==> config.mk <==
export PLATFORM = sky130hd
export DESIGN_NAME = mulaw_upsample_2x_fir
export DESIGN_NICKNAME = d
export VERILOG_FILES = /design/src/hdl/mu2x_pkg.sv /design/src/hdl/mulaw_upsample_2x_fir.sv
export SDC_FILE = /design/constraint.sdc
export NUM_CORES = 2
export LEC_CHECK = 0
export ABC_CLOCK_PERIOD_IN_PS = 6800
export BUFFER_PORTS_ARGS = -buffer_cell sky130_fd_sc_hd__buf_2
export CAP_MARGIN = 40
export CELL_PAD_IN_SITES_DETAIL_PLACEMENT = 1
export CELL_PAD_IN_SITES_GLOBAL_PLACEMENT = 1
export CORE_MARGIN = 2
export CORE_UTILIZATION = 45
export CTS_CLUSTER_SIZE = 25
export DETAILED_ROUTE_END_ITERATION = 12
export PLACE_DENSITY = 0.84
export SLEW_MARGIN = 20
export SYNTH_ARGS = -nofsm -noshare
export SYNTH_HDL_FRONTEND = slang
export SYNTH_SLANG_ARGS = --single-unit
==> constraint.sdc <==
create_clock -name clk -period 6.8 [get_ports clk]
set_input_delay 0.34 -clock clk [delete_from_list [all_inputs] [get_ports clk]]
set_output_delay 0.34 -clock clk [all_outputs]
set_load 0.02 [all_outputs]
==> src/hdl/mu2x_pkg.sv <==
// Package for the mu-law 2x interpolator: sizes, Q15 coefficients, G.711 expansion.
package mu2x_pkg;

    localparam int TAPS_DEFAULT = 16;
    localparam int COEF_W       = 17;
    localparam int SAMPLE_W     = 16;
    localparam int PROD_W       = COEF_W + SAMPLE_W;
    localparam int COEF_IDX_W   = 7;

    localparam logic signed [COEF_W-1:0] CENTRE_COEF = 17'sd32685;

    // even-phase Q15 coefficients; entries past the sixteenth are zero
    function automatic logic signed [COEF_W-1:0] even_coef(input logic [COEF_IDX_W-1:0] idx);
        logic signed [COEF_W-1:0] c;
        unique case (idx)
            7'd0:    c = -17'sd115;
            7'd1:    c =  17'sd164;
            7'd2:    c = -17'sd376;
            7'd3:    c =  17'sd818;
            7'd4:    c = -17'sd1609;
            7'd5:    c =  17'sd3034;
            7'd6:    c = -17'sd6132;
            7'd7:    c =  17'sd20391;
            7'd8:    c =  17'sd20808;
            7'd9:    c = -17'sd6525;
            7'd10:   c =  17'sd3381;
            7'd11:   c = -17'sd1894;
            7'd12:   c =  17'sd1030;
            7'd13:   c = -17'sd511;
            7'd14:   c =  17'sd227;
            7'd15:   c = -17'sd115;
            default: c =  17'sd0;
        endcase
        return c;
    endfunction

    // G.711 mu-law to 16-bit linear
    function automatic logic signed [SAMPLE_W-1:0] mulaw_expand(input logic [7:0] code);
        logic [7:0]  u;
        logic [15:0] mag;
        u   = ~code;
        mag = ({9'd0, u[3:0], 3'd0} + 16'h0084) << u[6:4];
        return u[7] ? signed'(16'h0084 - mag) : signed'(mag - 16'h0084);
    endfunction

endpackage

==> src/hdl/mulaw_upsample_2x_fir.sv <==
// mulaw_upsample_2x_fir: 2x polyphase interpolator for G.711 mu-law audio.
//
// Input channel (in_valid/in_ready): one mu-law byte per beat plus a block_end
// flag. Output channel (out_valid/out_ready): two beats per input, the even-phase
// FIR sample first (last_of_pair = 0), then the centre-tap sample
// (last_of_pair = 1); block_end_out copies block_end on both.
// One 17x16 multiplier is shared: it runs TAPS even-phase products and then
// the centre product, one per cycle, while the history rotates through its
// read tap. out_valid rises from S_WAIT, once the multiply-accumulate loop is
// done; with the receiver always ready, that loop sets the item rate.
// in_ready is high only while idle.
// If the receiver stalls, the pending output beat holds in the output register
// and no new input is taken until both beats are gone.
// Reset clears the sample history to zero and empties the output register.
module mulaw_upsample_2x_fir
    import mu2x_pkg::*;
#(
    parameter int TAPS = TAPS_DEFAULT
)
(
    input  logic       clk,
    input  logic       rst_n,
    input  logic       in_valid,
    output logic       in_ready,
    input  logic [7:0] mu_byte,
    input  logic       block_end,
    output logic       out_valid,
    input  logic       out_ready,
    output logic [7:0] sample_out,
    output logic       last_of_pair,
    output logic       block_end_out
);

    localparam int CNT_W  = $clog2(TAPS + 1);
    localparam int CENTRE = TAPS / 2 - 1;

    typedef enum logic [2:0] {S_IDLE, S_MAC, S_WAIT, S_OUT0, S_OUT1} state_t;

    state_t                      state_reg;
    logic [CNT_W-1:0]            cnt_reg;
    logic signed [SAMPLE_W-1:0]  hist_reg [TAPS];
    logic signed [PROD_W-1:0]    prod_reg;
    logic                        prod_vld_reg;
    logic                        prod_ctr_reg;
    logic [SAMPLE_W-1:0]         acc_reg;
    logic [SAMPLE_W-1:0]         ctr_q_reg;
    logic                        be_reg;
    logic                        out_valid_reg;
    logic [7:0]                  sample_reg;
    logic                        last_reg;

    logic                        last_issue;
    logic signed [COEF_W-1:0]    mul_a;
    logic signed [SAMPLE_W-1:0]  mul_b;
    logic signed [PROD_W-1:0]    prod_next;
    logic [SAMPLE_W-1:0]         quot;
    logic [SAMPLE_W-1:0]         acc_next;

    function automatic logic [7:0] finish(input logic [SAMPLE_W-1:0] v);
        logic [SAMPLE_W-1:0] y;
        y = v + 16'd128;
        return y[15:8] + 8'd127;
    endfunction

    assign last_issue = (cnt_reg == CNT_W'(TAPS));

    // shared multiplier: even taps read the rotating head, centre reads a fixed tap
    assign mul_a     = last_issue ? CENTRE_COEF : even_coef(COEF_IDX_W'(cnt_reg));
    assign mul_b     = last_issue ? hist_reg[CENTRE] : hist_reg[0];
    assign prod_next = mul_a * mul_b;

    // divide by 2^15 toward zero, keep 16 bits
    assign quot     = prod_reg[30:15]
                    + {15'd0, prod_reg[PROD_W-1] & (|prod_reg[14:0])};
    assign acc_next = acc_reg + quot;

    always_ff @(posedge clk or negedge rst_n)
    begin
        if (!rst_n)
        begin
            state_reg     <= S_IDLE;
            cnt_reg       <= '0;
            for (int k = 0; k < TAPS; k++)
                hist_reg[k] <= '0;
            prod_reg      <= '0;
            prod_vld_reg  <= 1'b0;
            prod_ctr_reg  <= 1'b0;
            acc_reg       <= '0;
            ctr_q_reg     <= '0;
            be_reg        <= 1'b0;
            out_valid_reg <= 1'b0;
            sample_reg    <= '0;
            last_reg      <= 1'b0;
        end
        else
        begin
            prod_vld_reg <= (state_reg == S_MAC);
            if (prod_vld_reg && !prod_ctr_reg)
                acc_reg <= acc_next;
            if (prod_vld_reg && prod_ctr_reg)
                ctr_q_reg <= quot;

            unique case (state_reg)
                S_IDLE:
                begin
                    if (in_valid)
                    begin
                        for (int k = TAPS - 1; k > 0; k--)
                            hist_reg[k] <= hist_reg[k-1];
                        hist_reg[0] <= mulaw_expand(mu_byte);
                        be_reg      <= block_end;
                        acc_reg     <= '0;
                        cnt_reg     <= '0;
                        state_reg   <= S_MAC;
                    end
                end
                S_MAC:
                begin
                    prod_reg     <= prod_next;
                    prod_ctr_reg <= last_issue;
                    if (last_issue)
                        state_reg <= S_WAIT;
                    else
                    begin
                        // rotate so the next tap sits at the head
                        for (int k = 0; k < TAPS - 1; k++)
                            hist_reg[k] <= hist_reg[k+1];
                        hist_reg[TAPS-1] <= hist_reg[0];
                        cnt_reg <= cnt_reg + 1'b1;
                    end
                end
                S_WAIT:
                begin
                    out_valid_reg <= 1'b1;
                    sample_reg    <= finish(acc_reg);
                    last_reg      <= 1'b0;
                    state_reg     <= S_OUT0;
                end
                S_OUT0:
                begin
                    if (out_ready)
                    begin
                        sample_reg <= finish(ctr_q_reg);
                        last_reg   <= 1'b1;
                        state_reg  <= S_OUT1;
                    end
                end
                S_OUT1:
                begin
                    if (out_ready)
                    begin
                        out_valid_reg <= 1'b0;
                        state_reg     <= S_IDLE;
                    end
                end
                default:
                    state_reg <= S_IDLE;
            endcase
        end
    end

    assign in_ready      = (state_reg == S_IDLE);
    assign out_valid     = out_valid_reg;
    assign sample_out    = sample_reg;
    assign last_of_pair  = last_reg;
    assign block_end_out = be_reg;

`ifndef SYNTH
    a_no_overlap: assert property (@(posedge clk) disable iff (!rst_n)
        !(out_valid && in_ready))
        else $error("input taken while output pending");

    a_pair_order: assert property (@(posedge clk) disable iff (!rst_n)
        out_valid && out_ready && !last_of_pair |=> out_valid && last_of_pair)
        else $error("second beat of pair missing");

    a_pair_done: assert property (@(posedge clk) disable iff (!rst_n)
        out_valid && out_ready && last_of_pair |=> !out_valid && in_ready)
        else $error("extra beat after pair");

    a_busy_after_accept: assert property (@(posedge clk) disable iff (!rst_n)
        in_valid && in_ready |=> !in_ready && !out_valid)
        else $error("sequencer did not start");
`endif

endmodule

==> reports/qor.txt <==
Routed vias = 23.2k
Synth Flop Type = dfrtp_1
Filler cells = 6935
FFs w/ async S/R, synth = 100%
Cts bufs inserted = 38
Peak Freq = 0.143 GHz
Global-route usage over all layers = 26.6%
Cells after synthesis = 3173
# setup viols final = 10
H-tree Lvls = 2
Worst Tran Pin Value = 0.941 ns
Post-synthesis sequential area ratio = 30.9%
Area growth from synthesis to layout = 15.5%
Placeable Area = 59200 sq um
Max-Cap Viols = 0
Slew HR = 37.3%
CTS Sinks = 334
Max Slew Vio Count = 0
Root Buffer = clkbuf_16
TritonRoute pass-1 iters = 5
Status = finished, violations left
Final weighted congestion in routability-driven placement = 0.975
Antenna Cells = 0
Min Clock Period, post-route = 7.01 ns
Max reg flops = 256
Worst hold-check path type = in -> reg
CP Capture Type = flip-flop
Clk Latency, worst-skew pair = 0.59 ns
Worst Path Max Fanout = 11
Synth Warn # = 0
Vias in the first global route = 25.3k
FF+latch area = 8360 sq um
Total negative slack = -1.35 ns
Depth of the most critical reg-to-reg path = 27
Antenna violations before repair = 0
# DRC = 0
DP Area = 28800 sq um
WS Path Type = reg -> reg
Starting Density = 45.6%
Final hold viol count = 0
CP Data Required Time = 7.22 ns
DP HPWL = 60700 microns
Io pins = 25
Pin count of the biggest net entering global routing = 203
Start point of the critical path = cnt_reg[1]
RSZ-0062 raised after global routing = yes
Die ar. = 62000 sq um
Post-synth EDFFs = 0
Clock-pin slew on the worst setup and hold paths = 0.07 ns
Post-place setup slack = -0.384 ns
#FFs+latches synth = 334
CTS tree = done
Die H = 249 microns
Average cell area after synthesis = 8.52 sq um
Distinct cells, synth = 85
Crit path DAT = 7.43 ns
WHS Path Cells = 3
Failing checks = negative setup slack
Port Buffers = 24
Setup ws final = -0.209 ns
Total Nets Final = 3684
Die width = 249 microns
Vias per inst = 5.67
Post-layout instance area = 31200 sq um
Post-synthesis instance area = 27000 sq um
Global-route wire length before repair = 134000 microns
Avg WL per Cell = 21.0 microns
Site Rows = 89
Multi-input logic area = 17300 sq um
Worst r2r src = cnt_reg[1]
Hold_sp = out_ready
Longest Clk Path Bufs = 3
Ratio of final minimum period to clock period = 103%
Number of DRC markers in iteration 0 = 1385
Layout cells sized above 1 = 14.7%
Mapped Nets = 3568
Clk_skew = 0.0244 ns
CP Launch Type = flip-flop
WL final = 85900 microns
Most frequent cells in the layout = 606 x nand2_1, 506 x nor2_1, 333 x dfrtp_1, 305 x inv_1, 255 x fa_1
Final ANT Viol Nets = 0
Overflow after GRT = 0
Most common cell after layout, fill and taps aside = nand2_1
## routing by layer
metal	wire (microns)	vias to the layer above	GRT usage (%)
li1	-	10500	-
met1	34700	12000	32.4
met2	45200	442	49.0
met3	2840	187	2.59
met4	3200	0	8.92
met5	0	-	0
## stage by stage
step	hold slack [ns]	utilization, %	cells
after floorplan	0.0444	-	3173
after global placement	0.363	48.6	3973
after detailed placement	0.370	48.7	3976
after CTS	0.0963	51.3	4049
after global routing	0.142	52.7	4085
final	0.105	52.7	4085
## worst max-delay path: stages, from the launching register on
cell	delay [ns]
dfrtp_1	0.41
inv_2	0.13
ha_4	0.18
nand3_2	0.10
buf_12	0.18
buf_4	0.17
mux2i_4	0.24
buf_6	0.18
nor2_1	0.07
fa_1	0.51
inv_1	0.06
fa_1	0.57
fa_1	0.44
fa_1	0.50
inv_1	0.06
fa_1	0.47
inv_1	0.06
fa_1	0.51
inv_2	0.05
ha_4	0.27
nand4_1	0.13
o21bai_1	0.12
o211ai_1	0.45
nand3_4	0.17
or3_4	0.37
a21oi_2	0.15
xor2_1	0.21
o21ai_1	0.09
## worst paths after layout
kind | to | slack, ns
setup / recovery | prod_reg[26] | -0.21
hold / removal | state_reg[2] | 0.10
setup reg to reg | prod_reg[26] | -0.21
hold reg to reg | sample_out[5] | 0.48
max in group asynchronous | hist_reg[240] | 5.24
min in group asynchronous | sample_out[1] | 0.31
## what timing repair did
item | in CTS | in global routing
gates cloned | 0 | 3
buffers inserted | 8 | 31
hold buffers | 2 | 0
pin swaps | 24 | 51
setup endpoints to repair | 16 | 17
resized for setup | 50 | 127
hold endpoints to repair | 85 | 0
## area by class of cell
type / instances / area share [%]
clock buffer: 54 / 3.46
clock inverter: 9 / 0.537
inverter: 326 / 3.99
multi-input combinational: 2340 / 55.5
sequential: 334 / 26.8
tap: 773 / 3.10
timing repair buffer: 249 / 6.69
## kinds of logic after synthesis
logic type / share of synthesized area (%)
adders and majority gates: 25.1
xor gates and xnor gates: 2.33
muxes: 1.52
and+or+nand+nor: 19.8
AOI/OAI and AO/OA: 12.5
buffers and inverters: 7.78
DFF: 30.9
## synthesized netlist by cell type, types with 10 or more instances
library cell | number | share of area [%]
a211oi_1 | 14 | 0.39
a21o_1 | 20 | 0.56
a21oi_1 | 83 | 1.5
a31oi_1 | 194 | 4.5
and3_1 | 14 | 0.32
buf_2 | 53 | 0.98
clkbuf_1 | 91 | 1.3
dfrtp_1 | 334 | 31
fa_1 | 268 | 20
ha_1 | 114 | 5.3
inv_1 | 322 | 4.5
mux2_2 | 10 | 0.42
mux2i_1 | 24 | 0.89
nand2_1 | 617 | 8.6
nand2b_1 | 25 | 0.58
nand3_1 | 51 | 0.94
nand4_1 | 14 | 0.32
nor2_1 | 521 | 7.2
nor3_1 | 15 | 0.28
o21ai_0 | 73 | 1.4
o21ai_1 | 11 | 0.20
o22ai_1 | 55 | 1.3
or3_1 | 11 | 0.25
xnor2_1 | 49 | 1.6
xor2_1 | 23 | 0.75
Power is not shown: default switching activity piles up to over one toggle a cycle in this logic, so the estimate is an artifact.
